`config.mk`:
```
export PLATFORM = sky130hd
export DESIGN_NAME = ordered_list_engine_top_flat
export DESIGN_NICKNAME = d
export VERILOG_FILES = /design/src/sv/ole_pkg.sv /design/src/sv/ole_req_if.sv /design/src/sv/ole_rsp_if.sv /design/src/sv/ole_ram.sv /design/src/sv/ole_ctrl.sv /design/src/sv/ole_datapath.sv /design/src/sv/ordered_list_engine_top.sv /design/src/flat_wrapper.sv
export SDC_FILE = /design/constraint.sdc
export NUM_CORES = 1
export LEC_CHECK = 0
export BUFFER_PORTS_ARGS = -buffer_cell sky130_fd_sc_hd__buf_2
export CORE_AREA = 2 2 305 307
export DETAILED_ROUTE_END_ITERATION = 7
export DIE_AREA = 0 0 307 309
export GPL_TIMING_DRIVEN = 0
export PLACE_DENSITY = 0.51
export SYNTH_ARGS = -nofsm -noshare
export SYNTH_HDL_FRONTEND = slang
export SYNTH_SLANG_ARGS = --single-unit
```
`constraint.sdc`:
```
create_clock -name clock -period 10.1 [get_ports clock]
set_input_delay 1.01 -clock clock [delete_from_list [all_inputs] [get_ports clock]]
set_output_delay 1.01 -clock clock [all_outputs]
set_load 0.05 [all_outputs]
```
`src/sv/ole_pkg.sv`:
```
// Shared types and constants of the ordered list engine.
package ole_pkg;

   // Field widths of the item channels.
   localparam int MODE_W   = 3;
   localparam int POS_W    = 5;
   localparam int DATA_W   = 32;
   localparam int STATUS_W = 2;
   localparam int LEN_W    = 5;

   // Request operations.
   typedef enum logic [MODE_W-1:0] {
      MODE_INSERT   = 3'd0,
      MODE_APPEND   = 3'd1,
      MODE_DELETE   = 3'd2,
      MODE_DEL_LAST = 3'd3,
      MODE_RETRIEVE = 3'd4,
      MODE_LOCATE   = 3'd5,
      MODE_CLEAR    = 3'd6
   } mode_type;

   // Result status codes.
   typedef enum logic [STATUS_W-1:0] {
      STATUS_OK   = 2'd0,
      STATUS_MISS = 2'd1,
      STATUS_FULL = 2'd2
   } status_type;

   // Read address selection.
   typedef enum logic [1:0] {
      RD_AT    = 2'd0,
      RD_BELOW = 2'd1,
      RD_ABOVE = 2'd2,
      RD_POS   = 2'd3
   } rd_sel_type;

   // Walking index update.
   typedef enum logic [2:0] {
      IDX_HOLD  = 3'd0,
      IDX_COUNT = 3'd1,
      IDX_POS   = 3'd2,
      IDX_ZERO  = 3'd3,
      IDX_DEC   = 3'd4,
      IDX_INC   = 3'd5
   } idx_op_type;

   // Entry count update.
   typedef enum logic [1:0] {
      CNT_HOLD  = 2'd0,
      CNT_INC   = 2'd1,
      CNT_DEC   = 2'd2,
      CNT_CLEAR = 2'd3
   } cnt_op_type;

   // Result selection.
   typedef enum logic [2:0] {
      RES_OK    = 3'd0,
      RES_RANGE = 3'd1,
      RES_MISS  = 3'd2,
      RES_FULL  = 3'd3,
      RES_READ  = 3'd4,
      RES_FOUND = 3'd5
   } res_type;

   // Commands from the controller to the datapath.
   typedef struct packed {
      logic       latch;
      logic       rd_en;
      rd_sel_type rd_sel;
      idx_op_type idx_op;
      logic       wr_shift;
      logic       wr_value;
      cnt_op_type cnt_op;
      logic       res_load;
      res_type    res_sel;
      logic       out_load;
   } ctrl_cmd_type;

   // Status from the datapath to the controller.
   typedef struct packed {
      mode_type mode;
      logic     pos_gt_count;
      logic     pos_lt_count;
      logic     pos_is_last;
      logic     full;
      logic     count_zero;
      logic     up_last;
      logic     down_last;
      logic     idx_lt_count;
      logic     pend;
      logic     match;
      logic     out_free;
   } dp_status_type;

endpackage

```
`src/sv/ole_req_if.sv`:
```
// Request channel of the ordered list engine.
interface ole_req_if import ole_pkg::*; ();
   logic                     valid;
   logic                     ready;
   logic [MODE_W-1:0]        mode;
   logic [POS_W-1:0]         position;
   logic signed [DATA_W-1:0] value;

   modport source (output valid, mode, position, value, input ready);
   modport sink (input valid, mode, position, value, output ready);
endinterface

```
`src/sv/ole_rsp_if.sv`:
```
// Response channel of the ordered list engine.
interface ole_rsp_if import ole_pkg::*; ();
   logic                     valid;
   logic                     ready;
   logic [STATUS_W-1:0]      status;
   logic signed [DATA_W-1:0] data_out;
   logic [LEN_W-1:0]         length;

   modport source (output valid, status, data_out, length, input ready);
   modport sink (input valid, status, data_out, length, output ready);
endinterface

```
`src/sv/ole_ram.sv`:
```
// Generic single-write, single-read RAM with registered read data.
module ole_ram #(
   parameter int WIDTH = 32,
   parameter int DEPTH = 16,
   localparam int AW = $clog2(DEPTH)
) (
   input  logic             clock,
   input  logic             wr_en,
   input  logic [AW-1:0]    wr_addr,
   input  logic [WIDTH-1:0] wr_data,
   input  logic             rd_en,
   input  logic [AW-1:0]    rd_addr,
   output logic [WIDTH-1:0] rd_data
);

   logic [WIDTH-1:0] mem_ff [DEPTH];
   logic [WIDTH-1:0] rd_data_ff;

   // Write port and registered read port.
   always_ff @(posedge clock) begin
      if (wr_en) begin
         mem_ff[wr_addr] <= wr_data;
      end
      if (rd_en) begin
         rd_data_ff <= mem_ff[rd_addr];
      end
   end

   assign rd_data = rd_data_ff;

endmodule

```
`src/sv/ole_ctrl.sv`:
```
// Controller state machine of the ordered list engine.
module ole_ctrl import ole_pkg::*; (
   input  logic          clock,
   input  logic          reset,
   input  logic          req_valid,
   output logic          req_ready,
   input  dp_status_type sts,
   output ctrl_cmd_type  cmd
);

   typedef enum logic [8:0] {
      ST_IDLE       = 9'b0_0000_0001,
      ST_DECODE     = 9'b0_0000_0010,
      ST_UP_SHIFT   = 9'b0_0000_0100,
      ST_DOWN_SHIFT = 9'b0_0000_1000,
      ST_FLUSH      = 9'b0_0001_0000,
      ST_PUT        = 9'b0_0010_0000,
      ST_READ       = 9'b0_0100_0000,
      ST_SCAN       = 9'b0_1000_0000,
      ST_RESULT     = 9'b1_0000_0000
   } state_type;

   state_type state_ff;
   state_type state_in;
   logic      is_insert;

   assign is_insert = (sts.mode == MODE_INSERT) || (sts.mode == MODE_APPEND);
   assign req_ready = (state_ff == ST_IDLE);

   // Next state and datapath commands.
   always_comb begin
      state_in = state_ff;
      cmd      = '0;
      case (state_ff)
         ST_IDLE: begin
            if (req_valid) begin
               cmd.latch = 1'b1;
               state_in  = ST_DECODE;
            end
         end
         ST_DECODE: begin
            cmd.res_load = 1'b1;
            state_in     = ST_RESULT;
            case (sts.mode)
               MODE_INSERT, MODE_APPEND: begin
                  if (sts.pos_gt_count) begin
                     cmd.res_sel = RES_RANGE;
                  end else if (sts.full) begin
                     cmd.res_sel = RES_FULL;
                  end else if (sts.pos_lt_count) begin
                     cmd.res_load = 1'b0;
                     cmd.idx_op   = IDX_COUNT;
                     state_in     = ST_UP_SHIFT;
                  end else begin
                     cmd.res_load = 1'b0;
                     state_in     = ST_PUT;
                  end
               end
               MODE_DELETE: begin
                  if (!sts.pos_lt_count) begin
                     cmd.res_sel = RES_RANGE;
                  end else if (sts.pos_is_last) begin
                     cmd.cnt_op  = CNT_DEC;
                     cmd.res_sel = RES_OK;
                  end else begin
                     cmd.res_load = 1'b0;
                     cmd.idx_op   = IDX_POS;
                     state_in     = ST_DOWN_SHIFT;
                  end
               end
               MODE_DEL_LAST: begin
                  if (sts.count_zero) begin
                     cmd.res_sel = RES_RANGE;
                  end else begin
                     cmd.cnt_op  = CNT_DEC;
                     cmd.res_sel = RES_OK;
                  end
               end
               MODE_RETRIEVE: begin
                  if (sts.pos_lt_count) begin
                     cmd.res_load = 1'b0;
                     cmd.rd_en    = 1'b1;
                     cmd.rd_sel   = RD_POS;
                     state_in     = ST_READ;
                  end else begin
                     cmd.res_sel = RES_MISS;
                  end
               end
               MODE_LOCATE: begin
                  cmd.res_load = 1'b0;
                  cmd.idx_op   = IDX_ZERO;
                  state_in     = ST_SCAN;
               end
               MODE_CLEAR: begin
                  cmd.cnt_op  = CNT_CLEAR;
                  cmd.res_sel = RES_OK;
               end
               default: begin
                  cmd.res_sel = RES_RANGE;
               end
            endcase
         end
         ST_UP_SHIFT: begin
            // Read the entry below the index; the previous read lands one slot up.
            cmd.rd_en    = 1'b1;
            cmd.rd_sel   = RD_BELOW;
            cmd.idx_op   = IDX_DEC;
            cmd.wr_shift = 1'b1;
            if (sts.up_last) begin
               state_in = ST_FLUSH;
            end
         end
         ST_DOWN_SHIFT: begin
            // Read the entry above the index; the previous read lands one slot down.
            cmd.rd_en    = 1'b1;
            cmd.rd_sel   = RD_ABOVE;
            cmd.idx_op   = IDX_INC;
            cmd.wr_shift = 1'b1;
            if (sts.down_last) begin
               state_in = ST_FLUSH;
            end
         end
         ST_FLUSH: begin
            cmd.wr_shift = 1'b1;
            if (is_insert) begin
               state_in = ST_PUT;
            end else begin
               cmd.cnt_op   = CNT_DEC;
               cmd.res_load = 1'b1;
               cmd.res_sel  = RES_OK;
               state_in     = ST_RESULT;
            end
         end
         ST_PUT: begin
            cmd.wr_value = 1'b1;
            cmd.cnt_op   = CNT_INC;
            cmd.res_load = 1'b1;
            cmd.res_sel  = RES_OK;
            state_in     = ST_RESULT;
         end
         ST_READ: begin
            cmd.res_load = 1'b1;
            cmd.res_sel  = RES_READ;
            state_in     = ST_RESULT;
         end
         ST_SCAN: begin
            // Stream reads from the head and compare each one in the cycle after its read.
            cmd.rd_en  = sts.idx_lt_count;
            cmd.idx_op = sts.idx_lt_count ? IDX_INC : IDX_HOLD;
            if (sts.match) begin
               cmd.res_load = 1'b1;
               cmd.res_sel  = RES_FOUND;
               state_in     = ST_RESULT;
            end else if (!sts.idx_lt_count && !sts.pend) begin
               cmd.res_load = 1'b1;
               cmd.res_sel  = RES_MISS;
               state_in     = ST_RESULT;
            end
         end
         ST_RESULT: begin
            if (sts.out_free) begin
               cmd.out_load = 1'b1;
               state_in     = ST_IDLE;
            end
         end
         default: begin
            state_in = ST_IDLE;
         end
      endcase
   end

   // State register.
   always_ff @(posedge clock) begin
      if (reset) begin
         state_ff <= ST_IDLE;
      end else begin
         state_ff <= state_in;
      end
   end

endmodule

```
`src/sv/ole_datapath.sv`:
```
// Datapath of the ordered list engine: request latch, count, index, RAM and results.
module ole_datapath import ole_pkg::*; #(
   parameter int CAPACITY    = 16,
   parameter int VALUE_WIDTH = 32
) (
   input  logic                     clock,
   input  logic                     reset,
   input  ctrl_cmd_type             cmd,
   output dp_status_type            sts,
   input  logic [MODE_W-1:0]        req_mode,
   input  logic [POS_W-1:0]         req_position,
   input  logic signed [DATA_W-1:0] req_value,
   input  logic                     rsp_ready,
   output logic                     rsp_valid,
   output logic [STATUS_W-1:0]      rsp_status,
   output logic signed [DATA_W-1:0] rsp_data_out,
   output logic [LEN_W-1:0]         rsp_length
);

   localparam int AW    = $clog2(CAPACITY);
   localparam int CNT_W = $clog2(CAPACITY + 1);
   localparam int CMP_W = (CNT_W > POS_W) ? CNT_W : POS_W;
   localparam int XW    = CMP_W + 1;

   mode_type                 mode_ff;
   logic [CMP_W-1:0]         pos_ff;
   logic [VALUE_WIDTH-1:0]   value_ff;
   logic [CNT_W-1:0]         count_ff;
   logic [CNT_W-1:0]         count_in;
   logic [CNT_W-1:0]         idx_ff;
   logic [CNT_W-1:0]         idx_in;
   logic                     pend_ff;
   logic [AW-1:0]            waddr_ff;
   status_type               res_status_ff;
   logic signed [DATA_W-1:0] res_data_ff;
   logic                     rsp_valid_ff;
   logic [STATUS_W-1:0]      rsp_status_ff;
   logic signed [DATA_W-1:0] rsp_data_ff;
   logic [LEN_W-1:0]         rsp_length_ff;

   logic [CMP_W-1:0]         count_ext;
   logic [CNT_W-1:0]         idx_below;
   logic [CNT_W-1:0]         idx_above;
   logic [AW-1:0]            rd_addr;
   logic                     wr_en;
   logic [AW-1:0]            wr_addr;
   logic [VALUE_WIDTH-1:0]   wr_data;
   logic [VALUE_WIDTH-1:0]   rd_data;
   logic signed [DATA_W-1:0] rd_ext;

   assign count_ext = CMP_W'(count_ff);
   assign idx_below = idx_ff - CNT_W'(1);
   assign idx_above = idx_ff + CNT_W'(1);
   assign rd_ext    = DATA_W'($signed(rd_data));

   // Read address selection.
   always_comb begin
      case (cmd.rd_sel)
         RD_BELOW: rd_addr = idx_below[AW-1:0];
         RD_ABOVE: rd_addr = idx_above[AW-1:0];
         RD_POS:   rd_addr = pos_ff[AW-1:0];
         default:  rd_addr = idx_ff[AW-1:0];
      endcase
   end

   // Write port: a shifted entry or the new value at its position.
   assign wr_en   = (cmd.wr_shift && pend_ff) || cmd.wr_value;
   assign wr_addr = cmd.wr_value ? pos_ff[AW-1:0] : waddr_ff;
   assign wr_data = cmd.wr_value ? value_ff : rd_data;

   ole_ram #(
      .WIDTH (VALUE_WIDTH),
      .DEPTH (CAPACITY)
   ) u_ole_ram (
      .clock   (clock),
      .wr_en   (wr_en),
      .wr_addr (wr_addr),
      .wr_data (wr_data),
      .rd_en   (cmd.rd_en),
      .rd_addr (rd_addr),
      .rd_data (rd_data)
   );

   // Status back to the controller.
   always_comb begin
      sts.mode         = mode_ff;
      sts.pos_gt_count = pos_ff > count_ext;
      sts.pos_lt_count = pos_ff < count_ext;
      sts.pos_is_last  = (XW'(pos_ff) + XW'(1)) == XW'(count_ff);
      sts.full         = count_ff == CNT_W'(CAPACITY);
      sts.count_zero   = count_ff == '0;
      sts.up_last      = XW'(idx_ff) == (XW'(pos_ff) + XW'(1));
      sts.down_last    = (XW'(idx_ff) + XW'(2)) == XW'(count_ff);
      sts.idx_lt_count = idx_ff < count_ff;
      sts.pend         = pend_ff;
      sts.match        = pend_ff && (rd_data == value_ff);
      sts.out_free     = !rsp_valid_ff || rsp_ready;
   end

   // Count and index updates.
   always_comb begin
      case (cmd.cnt_op)
         CNT_INC:   count_in = count_ff + CNT_W'(1);
         CNT_DEC:   count_in = count_ff - CNT_W'(1);
         CNT_CLEAR: count_in = '0;
         default:   count_in = count_ff;
      endcase
      case (cmd.idx_op)
         IDX_COUNT: idx_in = count_ff;
         IDX_POS:   idx_in = CNT_W'(pos_ff);
         IDX_ZERO:  idx_in = '0;
         IDX_DEC:   idx_in = idx_below;
         IDX_INC:   idx_in = idx_above;
         default:   idx_in = idx_ff;
      endcase
   end

   // Control registers.
   always_ff @(posedge clock) begin
      if (reset) begin
         count_ff     <= '0;
         idx_ff       <= '0;
         pend_ff      <= 1'b0;
         rsp_valid_ff <= 1'b0;
      end else begin
         count_ff <= count_in;
         idx_ff   <= idx_in;
         pend_ff  <= cmd.rd_en;
         if (cmd.out_load) begin
            rsp_valid_ff <= 1'b1;
         end else if (rsp_ready) begin
            rsp_valid_ff <= 1'b0;
         end
      end
   end

   // Request latch, read tag and result registers.
   always_ff @(posedge clock) begin
      if (cmd.latch) begin
         mode_ff  <= mode_type'(req_mode);
         pos_ff   <= (req_mode == MODE_APPEND) ? count_ext : CMP_W'(req_position);
         value_ff <= VALUE_WIDTH'(req_value);
      end
      if (cmd.rd_en) begin
         waddr_ff <= idx_ff[AW-1:0];
      end
      if (cmd.res_load) begin
         case (cmd.res_sel)
            RES_RANGE: begin
               res_status_ff <= STATUS_MISS;
               res_data_ff   <= '0;
            end
            RES_MISS: begin
               res_status_ff <= STATUS_MISS;
               res_data_ff   <= '1;
            end
            RES_FULL: begin
               res_status_ff <= STATUS_FULL;
               res_data_ff   <= '0;
            end
            RES_READ: begin
               res_status_ff <= STATUS_OK;
               res_data_ff   <= rd_ext;
            end
            RES_FOUND: begin
               res_status_ff <= STATUS_OK;
               res_data_ff   <= DATA_W'(waddr_ff);
            end
            default: begin
               res_status_ff <= STATUS_OK;
               res_data_ff   <= '0;
            end
         endcase
      end
      if (cmd.out_load) begin
         rsp_status_ff <= res_status_ff;
         rsp_data_ff   <= res_data_ff;
         rsp_length_ff <= count_ext[LEN_W-1:0];
      end
   end

   assign rsp_valid    = rsp_valid_ff;
   assign rsp_status   = rsp_status_ff;
   assign rsp_data_out = rsp_data_ff;
   assign rsp_length   = rsp_length_ff;

endmodule

```
`src/sv/ordered_list_engine_top.sv`:
```
// Ordered list engine: a list of up to CAPACITY signed values kept in a RAM by position.
// Each request item on req_ch (mode, position, value) gives exactly one response item on
// rsp_ch (status, data_out, length), in order. Both channels move an item on a clock edge
// where valid and ready are both high.
// Requests are handled one at a time. Operations that only check or change the length
// go from decode straight to the result; retrieve and an insert that moves no entry
// take one more step (a RAM read or the write of the value); an insert or a delete that
// moves entries shifts them one slot at a time, and a locate compares entries from the
// head until the first match or the end of the list.
// The time taken is set by the single RAM port pair: moving or comparing one entry per cycle.
// req_ch.ready comes back the cycle after the response is loaded.
// A finished response waits in the output register; the next request is accepted and
// worked on meanwhile, and only its own response waits for the register to free up.
// Synchronous reset empties the list and drops any pending response; RAM contents are
// not cleared, and entries at or past the length are never read.
module ordered_list_engine_top import ole_pkg::*; #(
   parameter int CAPACITY    = 16,
   parameter int VALUE_WIDTH = 32
) (
   input logic        clock,
   input logic        reset,
   ole_req_if.sink    req_ch,
   ole_rsp_if.source  rsp_ch
);

   ctrl_cmd_type  cmd;
   dp_status_type sts;

   // Sequencing of each request.
   ole_ctrl u_ole_ctrl (
      .clock     (clock),
      .reset     (reset),
      .req_valid (req_ch.valid),
      .req_ready (req_ch.ready),
      .sts       (sts),
      .cmd       (cmd)
   );

   // Storage, compare and result logic.
   ole_datapath #(
      .CAPACITY    (CAPACITY),
      .VALUE_WIDTH (VALUE_WIDTH)
   ) u_ole_datapath (
      .clock        (clock),
      .reset        (reset),
      .cmd          (cmd),
      .sts          (sts),
      .req_mode     (req_ch.mode),
      .req_position (req_ch.position),
      .req_value    (req_ch.value),
      .rsp_ready    (rsp_ch.ready),
      .rsp_valid    (rsp_ch.valid),
      .rsp_status   (rsp_ch.status),
      .rsp_data_out (rsp_ch.data_out),
      .rsp_length   (rsp_ch.length)
   );

endmodule

```
`src/flat_wrapper.sv`:
```
// flat-port wrapper written by rule: the top's interface ports become plain ports
module ordered_list_engine_top_flat import ole_pkg::*;
#(
   parameter int CAPACITY    = 16,
   parameter int VALUE_WIDTH = 32
)
  (clock, reset, req_ch_valid, req_ch_mode, req_ch_position, req_ch_value, req_ch_ready, rsp_ch_valid, rsp_ch_status, rsp_ch_data_out, rsp_ch_length, rsp_ch_ready);
  ole_req_if req_ch_i ();
  ole_rsp_if rsp_ch_i ();
  input logic clock;
  input logic reset;
  input wire logic [$bits(req_ch_i.valid)-1:0] req_ch_valid;
  input wire logic [$bits(req_ch_i.mode)-1:0] req_ch_mode;
  input wire logic [$bits(req_ch_i.position)-1:0] req_ch_position;
  input wire logic [$bits(req_ch_i.value)-1:0] req_ch_value;
  output wire logic [$bits(req_ch_i.ready)-1:0] req_ch_ready;
  output wire logic [$bits(rsp_ch_i.valid)-1:0] rsp_ch_valid;
  output wire logic [$bits(rsp_ch_i.status)-1:0] rsp_ch_status;
  output wire logic [$bits(rsp_ch_i.data_out)-1:0] rsp_ch_data_out;
  output wire logic [$bits(rsp_ch_i.length)-1:0] rsp_ch_length;
  input wire logic [$bits(rsp_ch_i.ready)-1:0] rsp_ch_ready;
  assign req_ch_i.valid = req_ch_valid;
  assign req_ch_i.mode = req_ch_mode;
  assign req_ch_i.position = req_ch_position;
  assign req_ch_i.value = req_ch_value;
  assign req_ch_ready = req_ch_i.ready;
  assign rsp_ch_valid = rsp_ch_i.valid;
  assign rsp_ch_status = rsp_ch_i.status;
  assign rsp_ch_data_out = rsp_ch_i.data_out;
  assign rsp_ch_length = rsp_ch_i.length;
  assign rsp_ch_i.ready = rsp_ch_ready;
  ordered_list_engine_top #(.CAPACITY(CAPACITY), .VALUE_WIDTH(VALUE_WIDTH)) u_core (.clock(clock), .reset(reset), .req_ch(req_ch_i), .rsp_ch(rsp_ch_i));
endmodule
```
==> summary.md, run 1 <==
| Metric | Value |
|---|---|
| Routability cong. | 0.810 |
| Vias per inst | 5.11 |
| Mux contribution to synthesized area | 5.73% |
| Aggregate global-route resource usage | 15.9% |
| Leakage | 11.1 nW |
| Vias in the first global route | 16000 |
| Via count | 15900 |
| Number of enable flip-flop cells after synthesis | 661 |
| Synth Area in Simple Gates | 5.66% |
| First-pass GRT wire length | 110 mm |
| Initial Util | 29.9% |
| Die H | 309 µm |
| Final wirelength | 76.1 mm |
| Final Max Slew Viols | 0 |
| Final hold viol count | 0 |
| Critical path capture point type | register |
| I/O Buffers | 83 |
| Synth Flop Type | edfxtp_1 |
| Post-synthesis adder-cell area fraction | 0.944% |
| Final worst setup slack | 5.15 ns |
| Post-CTS Setup Bufs | 0 |
| Total number of yosys warnings | 0 |
| Clock sink total | 682 |
| Pin count of the biggest net entering global routing | 42 |
| Share of cells above drive strength 1 | 16.2% |
| Diodes inserted | 0 |
| DR pass1 iterations | 8 |
| Sequential area share after synthesis | 74.3% |
| Crit path DAT | 5.31 ns |
| CTS Root Cell | clkbuf_16 |
| Most common cell in the netlist | edfxtp_1 |
| Max FO, Critical Path | 10 |
| Reg2Reg Setup Slack | 5.15 ns |
| Min Tclk post-route | 4.95 ns |
| Failing checks | design-rule violations |
| Die X | 307 µm |
| Post-Syn Instances | 1697 |
| Initial antenna violation count | 0 |
| RSZ-0062 raised after global routing | no |
| Placeable Area | 91400 µm² |
| Synthesized net count | 1761 |
| Largest family of logic cells by synthesized area | compound AO/OA/AOI/OAI gates |
| Total setup violations reported at the end of the flow | 0 |
| Post-synthesis compound-gate area fraction | 9.15% |
| Gr ovfl total | 0 |
| Min-delay worst type | register to register |
| CP required | 10.46 ns |
| Layout fillers | 8671 |
| Pwr dens | 184 nW/µm² |
| Synth area leader | edfxtp_1 |
| Hpwl dp | 52.2 mm |
| Post-cts resize count | 0 |
| Die Area | 94900 µm² |
| Actual transition at the worst max-transition pin | 1.30 ns |
| Worst vdd ir | 0.000105 V |
| CTS tree | yes |
| Fmax | 202 MHz |
| Outcome | complete, but fails checks |
| Clock latency on the worst-skew pair | 0.65 ns |
| Initial drt markers | 1593 |
| Routed Antenna Nets | 0 |
| Xor/xnor cell area share of the yosys netlist | 2.04% |
| Netlist cell types | 69 |
| Area grow syn2layout | 18.1% |
| Num CTS Buffers | 76 |
| DRC viols | 3 |
| Share of the synthesized area in the top cell type | 72.7% |
| Max-slew headroom | 12.3% |
| Routed WL per cell | 24.4 µm |
| Clock buffer depth | 3 |
| Post-Syn Area per Cell | 16.1 µm² |
| Clock Pin Slew Worst Setup and Hold Paths | 0.06 ns |
| Crit Path Category | register to register |
| Htree depth | 3 |
| Row count | 111 |
| Dpl ws | 5.17 ns |
| Fin crit share | 49.0% |
| Top cells by instance count after synthesis | edfxtp_1 (661), nand2_1 (176), mux2i_1 (72), a22oi_1 (68), a222oi_1 (65) |
| Min Hold Slack | 0.418 ns |
| Ys async rst share | 0% |
| Area contributors post-synth | edfxtp_1 (73%), mux2i_1 (2.6%), nand2_1 (2.4%) |
| I/O pin total | 85 |
| Setup tns final | 0 ns |
| #FFs+latches synth | 682 |
| Post-Syn Area | 27300 µm² |
| Clk_skew | 0.0371 ns |
| Layout net count | 1940 |
| CP startpoint kind | register |
| Hold-fix buffers, CTS | 0 |
| Max Cap Violations | 0 |
==> kinds of logic (layout without fill, tap and decap cells) <==
family          after synthesis  in the layout
compound gates              338            338
buf+inv                     120            355
mux                         146            146
fa+ha+maj                    20             20
flops                       682            682
simple gates                329            329
xor+xnor                     62             62
==> cells in the final DEF, fill, tap and decap left out, types with 21 or more instances in the layout <==
cell type	n
clkbuf_16	77
mux2i_1	72
o22ai_1	33
clkbuf_1	74
mux2_2	36
dfxtp_1	21
a21oi_1	24
xor2_1	25
mux2_1	37
a22oi_1	68
a222oi_1	65
buf_2	102
a221o_1	31
o21ai_0	53
nand2_1	175
edfxtp_1	661
o21ai_1	24
nor2_1	42
xnor2_1	36
==> registers in the layout (all words and copies together) (netlist names) <==
register / count
u_core.u_ole_datapath.idx_ff: 5
u_core.u_ole_datapath.u_ole_ram.rd_data: 32
u_core.u_ole_datapath.waddr_ff: 4
u_core.u_ole_datapath.pos_ff: 5
u_core.u_ole_datapath.rsp_length: 5
u_core.u_ole_datapath.rsp_data_out: 32
u_core.u_ole_datapath.res_status_ff: 2
u_core.u_ole_ctrl.state_ff: 9
u_core.u_ole_datapath.rsp_valid: 1
u_core.u_ole_datapath.count_ext: 5
u_core.u_ole_datapath.pend_ff: 1
u_core.u_ole_datapath.mode_ff: 3
u_core.u_ole_datapath.res_data_ff: 32
u_core.u_ole_datapath.u_ole_ram.mem_ff: 512
u_core.u_ole_datapath.value_ff: 32
u_core.u_ole_datapath.rsp_status: 2
==> final timing paths <==
path | startpoint | endpoint | cells after the start
worst min register to register | u_core.u_ole_datapath.res_data_ff[22]$_DFFE_PP_ | u_core.u_ole_datapath.rsp_data_out[22]$_DFFE_PP_ | 0
worst max-delay path | u_core.u_ole_datapath.count_ext[4]$_SDFFE_PP0P_ | u_core.u_ole_datapath.u_ole_ram.rd_data[25]$_DFFE_PP_ | 14
worst min-delay path | u_core.u_ole_datapath.res_data_ff[22]$_DFFE_PP_ | u_core.u_ole_datapath.rsp_data_out[22]$_DFFE_PP_ | 0
worst max register to register | u_core.u_ole_datapath.count_ext[4]$_SDFFE_PP0P_ | u_core.u_ole_datapath.u_ole_ram.rd_data[25]$_DFFE_PP_ | 14
==> layer usage <==
metal	global-route usage [%]	vias to the layer above	share of wire, %
met5	0	-	0
met4	4.86	0	2.1
met3	3.14	105	7.4
met2	25.9	636	47
met1	21.4	8076	43
li1	-	7124	-
==> layout make-up <==
type,count,area [µm²],area share [%]
Multi-Input combinational cell,895,6560,20.3
Clock buffer,89,1970,6.11
Timing Repair Buffer,101,843,2.61
Clock inverter,45,519,1.61
Buffer,103,542,1.68
Tap cell,1186,1480,4.60
Inverter,17,63.8,0.198
Sequential cell,682,20300,62.9
==> power breakdown <==
| group | internal [mW] | switching [mW] |
|---|---|---|
| clock | 1.61 | 1.13 |
| combinational | 0.0316 | 0.0557 |
| sequential | 3.08 | 0.0180 |
| total | 4.72 | 1.20 |
==> worst max-delay path, stage by stage (launching register included) <==
cell and delay, ns:
dfxtp_1 0.34, clkbuf_1 0.42, inv_1 0.18, ha_1 0.33
and3_1 0.18, o21ai_0 0.21, and4_1 0.31, buf_4 0.17
mux2i_1 0.67, buf_6 0.28, buf_6 0.22, mux2_1 0.34
a222oi_1 0.51, o22ai_1 0.17, a221o_1 0.33
==> metrics by stage <==
stage / utilization, % / std cells / power [mW] / area [µm²]
floorplan: - / 1697 / 3.20 / 27300
global placement: 32.0 / 2966 / 3.24 / 29200
detailed placement: 32.6 / 2984 / 3.24 / 29800
CTS: 35.3 / 3118 / 5.99 / 32200
global route: 35.3 / 3118 / 6.12 / 32200
finish: 35.3 / 3118 / 5.93 / 32200
Power figures use the tool's default switching activity.
==> run 2: changes to the inputs <==
--- a/config.mk
+++ b/config.mk
@@ -10,7 +10,7 @@
 export DETAILED_ROUTE_END_ITERATION = 7
 export DIE_AREA = 0 0 307 309
 export GPL_TIMING_DRIVEN = 0
-export PLACE_DENSITY = 0.51
+export PLACE_DENSITY = 0.53
 export SYNTH_ARGS = -nofsm -noshare
 export SYNTH_HDL_FRONTEND = slang
 export SYNTH_SLANG_ARGS = --single-unit
==> constraint.sdc (replaced) <==
create_clock -name clock -period 4.4 [get_ports clock]
set_input_delay 0.44 -clock clock [delete_from_list [all_inputs] [get_ports clock]]
set_output_delay 0.44 -clock clock [all_outputs]
set_load 0.05 [all_outputs]
==> run 2 against run 1 <==
The flow now finishes without violations. Total power up 130%. Cell count increased by 1.5%. Largest power group unchanged. Setup slack got worse by 5.0 ns. Global-route usage barely moved. Critical path depth is 2 lower. Combinational power increased to 2.6 times the previous value. Worst hold slack got worse by 0.29 ns. Non-clock buffer count is 35 higher. Clock skew is 0.017 ns lower. Utilization rose by 0.46 points. Sequential cell count unchanged. Critical path type unchanged. Critical endpoint is now u_core.u_ole_datapath.u_ole_ram.rd_data[30]$_DFFE_PP_. Register-to-register slack got worse by 5.0 ns.
==> summary.md, run 2 (synthesis results as in run 1) <==
| Metric | Value |
|---|---|
| Min Tclk post-route | 4.27 ns |
| Placeable Area | 91400 µm² |
| DR pass1 iterations | 6 |
| Min-delay worst type | input pin to register |
| Placed cells | 2985 |
| Vias per inst | 5.09 |
| Clock sink total | 682 |
| FF-to-FF End | u_core.u_ole_datapath.u_ole_ram.rd_data[30]$_DFFE_PP_ |
| Area grow syn2layout | 19.7% |
| Pin count of the biggest net entering global routing | 35 |
| Final Max Slew Viols | 0 |
| Length in cells of the worst reg-to-reg path | 12 |
| Power consumption | 13.6 mW |
| Routability cong. | 0.834 |
| Routed WL per cell | 24.1 µm |
| Num CTS Buffers | 79 |
| WL met3 | 6.21 mm |
| Clock Pin Slew Worst Setup and Hold Paths | 0.06 ns |
| Layout net count | 1978 |
| Initial drt markers | 1832 |
| Htree depth | 3 |
| Max Cap Violations | 0 |
| Pwr dens | 417 nW/µm² |
| Actual transition at the worst max-transition pin | 1.07 ns |
| Initial Util | 29.9% |
| Crit path buffers/inverters | 3 |
| Fin crit share | 97.1% |
| Cell count along the critical path | 12 |
| Max FO, Critical Path | 10 |
| Max reg flops | 512 |
| First-pass GRT wire length | 109 mm |
| Vias in the first global route | 16100 |
| Hpwl dp | 51.9 mm |
| CP required | 4.84 ns |
| Met2 routed WL | 35.5 mm |
| Crit-path max cell delay | 0.69 ns |
| Clock buffer depth | 3 |
| Diodes inserted | 0 |
| Biggest register | u_core.u_ole_datapath.u_ole_ram.mem_ff |
| Clk_skew | 0.0205 ns |
| Die Area | 94900 µm² |
| Met1 wire length | 32.9 mm |
| Total setup violations reported at the end of the flow | 0 |
| Crit path from | u_core.u_ole_datapath.count_ext[2]$_SDFFE_PP0P_ |
| Fmax | 234 MHz |
| Die X | 307 µm |
| Layout fillers | 8658 |
| Fin cells | 3166 |
| Post-CTS Setup Bufs | 0 |
| Gr ovfl total | 0 |
| Reg2Reg Setup Slack | 0.13 ns |
| CTS Root Cell | clkbuf_16 |
| Crit path DAT | 4.71 ns |
| Highest routed layer | met4 |
| R2R Path Start | u_core.u_ole_datapath.count_ext[2]$_SDFFE_PP0P_ |
| Max-slew headroom | 28.3% |
| Final hold viol count | 0 |
| Row count | 111 |
| Worst vdd ir | 0.000298 V |
| Outcome | finished clean |
| Most frequent cells in the layout | edfxtp_1 (661), nand2_1 (175), buf_2 (101) |
| CP startpoint kind | register |
| Via count | 16100 |
| Worst-path cell chain | clkbuf_2 > inv_1 > ha_1 > and3_1 > o21ai_1 > and2_1 > nand4_1 > mux2_2 > nor2_1 > clkbuf_1 > o21ai_0 > o211ai_1 |
| Aggregate global-route resource usage | 15.9% |
| I/O pin total | 85 |
| Critical path capture point type | register |
| CP delay by family, top | simple AND/OR/NAND/NOR gates |
| RSZ-0062 raised after global routing | no |
| Final wirelength | 76.3 mm |
| CTS tree | yes |
| I/O Buffers | 83 |
| Slowest cell on crit path | clkbuf_1 |
| Clock latency on the worst-skew pair | 0.62 ns |
| Most common cell after layout, fill and taps aside | edfxtp_1 |
| Routed Antenna Nets | 0 |
| Die H | 309 µm |
| Crit Path Category | register to register |
| DRC viols | 0 |
| Setup crit end | u_core.u_ole_datapath.u_ole_ram.rd_data[30]$_DFFE_PP_ |
| Leakage | 11.3 nW |
| Initial antenna violation count | 1 |
| Share of cells above drive strength 1 | 16.6% |
## run 2: how the worst min path moves through the flow
stage / startpoint / to / slack, ns / depth (start not counted)
floorplan: u_core.u_ole_datapath.res_data_ff[0]$_DFFE_PP_ / u_core.u_ole_datapath.rsp_data_out[0]$_DFFE_PP_ / 0.40 / 0
global placement: u_core.u_ole_datapath.res_data_ff[16]$_DFFE_PP_ / u_core.u_ole_datapath.rsp_data_out[16]$_DFFE_PP_ / 0.41 / 0
detailed placement: u_core.u_ole_datapath.res_data_ff[12]$_DFFE_PP_ / u_core.u_ole_datapath.rsp_data_out[12]$_DFFE_PP_ / 0.41 / 0
CTS: req_ch_position[3] / u_core.u_ole_datapath.pos_ff[3]$_DFFE_PP_ / 0.1 / 2
global route: req_ch_position[3] / u_core.u_ole_datapath.pos_ff[3]$_DFFE_PP_ / 0.10 / 2
finish: req_ch_position[3] / u_core.u_ole_datapath.pos_ff[3]$_DFFE_PP_ / 0.13 / 2
## run 2: worst reg2reg max path: stages, from the launching register on
cell,delay [ns]
dfxtp_1,0.36
clkbuf_2,0.23
inv_1,0.12
ha_1,0.28
and3_1,0.19
o21ai_1,0.20
and2_1,0.29
nand4_1,0.37
mux2_2,0.45
nor2_1,0.48
clkbuf_1,0.69
o21ai_0,0.27
o211ai_1,0.16
## run 2: power breakdown
group	switching (mW)	internal, mW
clock network	2.62	3.66
logic	0.133	0.0964
registers	0.0435	7.06
## run 2: repair_timing
action                                  in CTS  in global routing
endpoints found under the hold margin       35                  0
endpoints found under the setup margin     237                198
pin swaps                                    0                  1
hold buffers                                35                  0
gates resized for setup                     10                 12
cloned                                       0                  0
## run 2: cell type report
| class | instances | area, µm² | share of cell area (%) |
|---|---|---|---|
| buffer | 102 | 547 | 1.67 |
| clock buffer | 98 | 2100 | 6.43 |
| clock inverter | 49 | 414 | 1.27 |
| inverter | 17 | 63.8 | 0.195 |
| multi-input combinational | 895 | 6590 | 20.2 |
| sequential | 682 | 20300 | 62.1 |
| tap | 1186 | 1480 | 4.54 |
| timing repair buffer | 137 | 1200 | 3.67 |
## run 2: per-stage QoR
step                      area, µm²  worst slack [ns]  util, %  hold WS, ns  TNS [ns]
after floorplan               27300             0.570        -        0.400         0
after global placement        29200             -1.68     32.0        0.410   -743.17
after detailed placement      29800            -0.467     32.6        0.408    -23.97
after CTS                     32600            0.0116     35.7       0.0986         0
after global routing          32700           0.00598     35.7        0.105         0
final                         32700             0.127     35.7        0.126         0
## run 2: routing by layer
layer  vias to the layer above  global-route usage, %
met3                       120                   3.88
met4                         0                   4.57
met5                         -                      0
met2                       681                   25.4
li1                       7209                      -
met1                      8100                   21.4
==> run 3: changes to the inputs <==
==> constraint.sdc (replaced) <==
create_clock -name clock -period 4.4 [get_ports clock]
set_input_delay 0 -clock clock [delete_from_list [all_inputs] [get_ports clock]]
set_output_delay 0 -clock clock [all_outputs]
set_load 0.05 [all_outputs]
==> run 3 against run 2 <==
Sequential power is essentially flat. Critical endpoint is now u_core.u_ole_datapath.res_data_ff[13]$_DFFE_PP_. Utilization up 0.099 points. Routed wire length is essentially flat. Global-route usage about the same. Highest routed layer unchanged. Sequential cell count unchanged. Largest power group unchanged.
==> summary.md, run 3 (synthesis results as in run 1) <==
| Metric | Value |
|---|---|
| Outcome | finished clean |
| CP startpoint kind | register |
| Fin crit share | 97.0% |
| Placeable Area | 91400 µm² |
| CTS Root Cell | clkbuf_16 |
| Leakage | 11.3 nW |
| Clock buffer depth | 3 |
| RSZ-0062 raised after global routing | no |
| Placed cells | 2985 |
| Fin cells | 3175 |
| Final Max Slew Viols | 0 |
| Power Internal | 10.8 mW |
| P_sw | 2.81 mW |
| I/O pin total | 85 |
| Most frequent cells in the layout | edfxtp_1 (661), nand2_1 (175), buf_2 (101) |
| Power consumption | 13.6 mW |
| Fmax | 234 MHz |
| Vias per inst | 5.08 |
| Most common cell after layout, fill and taps aside | edfxtp_1 |
| Actual transition at the worst max-transition pin | 1.05 ns |
| Routed Antenna Nets | 0 |
| Sequential share of power | 52.1% |
| Clock power frac | 46.2% |
| Htree depth | 3 |
| Setup tns final | 0 ns |
| Routability cong. | 0.834 |
| DR pass1 iterations | 6 |
| Routed WL per cell | 24.0 µm |
| Max reg flops | 512 |
| Clk_skew | 0.0238 ns |
| Die X | 307 µm |
| Pin count of the biggest net entering global routing | 35 |
| First-pass GRT wire length | 109 mm |
| Gr ovfl total | 0 |
| Sw frac | 20.6% |
| Pwr dens | 416 nW/µm² |
| Placed cell areas | 29800 µm² |
| Max FO, Critical Path | 10 |
| Aggregate global-route resource usage | 15.9% |
| Critical path capture point type | register |
| Hpwl dp | 51.9 mm |
| Length in cells of the worst reg-to-reg path | 10 |
| Clock sink total | 682 |
| Post-CTS Setup Bufs | 0 |
| CTS tree | yes |
| Final instance area | 32800 µm² |
| Biggest register | u_core.u_ole_datapath.u_ole_ram.mem_ff |
| Area grow syn2layout | 20.0% |
| Die Area | 94900 µm² |
| Initial antenna violation count | 1 |
| Layout net count | 1987 |
| Clock latency on the worst-skew pair | 0.63 ns |
| Final worst setup slack | 0.134 ns |
| DRC viols | 0 |
| Min-delay worst type | input pin to register |
| Total setup violations reported at the end of the flow | 0 |
| Clock Pin Slew Worst Setup and Hold Paths | 0.06 ns |
| Logic pwr share | 1.7% |
| Max-slew headroom | 29.6% |
| Dpl ws | -0.467 ns |
| Final hold viol count | 0 |
| Row count | 111 |
| Share of cells above drive strength 1 | 16.5% |
| Diodes inserted | 0 |
| Crit Path Category | register to register |
| Num CTS Buffers | 79 |
| CP required | 4.75 ns |
| Worst vdd ir | 0.000301 V |
| I/O Buffers | 83 |
| Max Cap Violations | 0 |
| Die H | 309 µm |
| Via count | 16100 |
| Initial Util | 29.9% |
| Crit path DAT | 4.61 ns |
| Hold-critical path depth | 2 |
| Initial drt markers | 1767 |
| Min Tclk post-route | 4.27 ns |
| Vias in the first global route | 16100 |
| Final wirelength | 76.3 mm |
run 3: timing repair:
action                                 in CTS  in global routing
resized for setup                          10                 12
cloned                                      0                  0
hold buffers                               44                  0
endpoints found under the hold margin      53                  0
pin swaps                                   0                  1
setup endpoints to repair                 237                198
run 3: layer usage:
layer | track usage (%) | vias to the layer above | share of wire, %
met5 | 0 | - | 0
met4 | 4.57 | 0 | 2.2
met3 | 3.87 | 114 | 7.9
met2 | 25.4 | 665 | 47
met1 | 21.4 | 8139 | 43
li1 | - | 7225 | -
run 3: worst max-delay path, stage by stage, from the launching register on:
cell and delay, ns:
edfxtp_1 0.53, xnor2_1 0.49, nand4_1 0.42, or4_1 0.65, or4_1 0.70, nor2_1 0.25, nor2_1 0.09, nand2b_1 0.09
clkbuf_1 0.24, clkbuf_1 0.40, nand2_1 0.11
run 3: path summary, 6_finish.rpt:
check | slack (ns) | start | endpoint
worst min register to register | 0.42 | u_core.u_ole_datapath.res_data_ff[28]$_DFFE_PP_ | u_core.u_ole_datapath.rsp_data_out[28]$_DFFE_PP_
worst max register to register | 0.13 | u_core.u_ole_datapath.value_ff[29]$_DFFE_PP_ | u_core.u_ole_datapath.res_data_ff[13]$_DFFE_PP_
worst max-delay path | 0.13 | u_core.u_ole_datapath.value_ff[29]$_DFFE_PP_ | u_core.u_ole_datapath.res_data_ff[13]$_DFFE_PP_
worst min-delay path | 0.09 | req_ch_value[8] | u_core.u_ole_datapath.value_ff[8]$_DFFE_PP_
run 3: power by group through the flow:
| stage | sequential, mW | combinational, mW | clock [mW] |
|---|---|---|---|
| floorplan | 7.22 | 0.122 | 0 |
| global placement | 7.25 | 0.196 | 0 |
| detailed placement | 7.24 | 0.204 | 0 |
| CTS | 7.11 | 0.236 | 6.44 |
| global route | 7.11 | 0.256 | 6.70 |
| finish | 7.11 | 0.235 | 6.29 |
run 3: metrics by stage:
step	hold WS, ns	util (%)
3_3_place_gp	0.179	32.0
6_report	0.0854	35.8
4_1_cts	0.0574	35.8
3_5_place_dp	0.179	32.6
5_1_grt	0.0653	35.8
2_1_floorplan	0.0989	-
run 3: cell type report:
class | instances | area [µm²]
Tap cell | 1186 | 1480
Multi-Input combinational cell | 895 | 6590
Clock buffer | 98 | 2100
Timing Repair Buffer | 146 | 1290
Inverter | 17 | 63.8
Fill cell | 8657 | 58600
Buffer | 102 | 547
Sequential cell | 682 | 20300
Clock inverter | 49 | 414
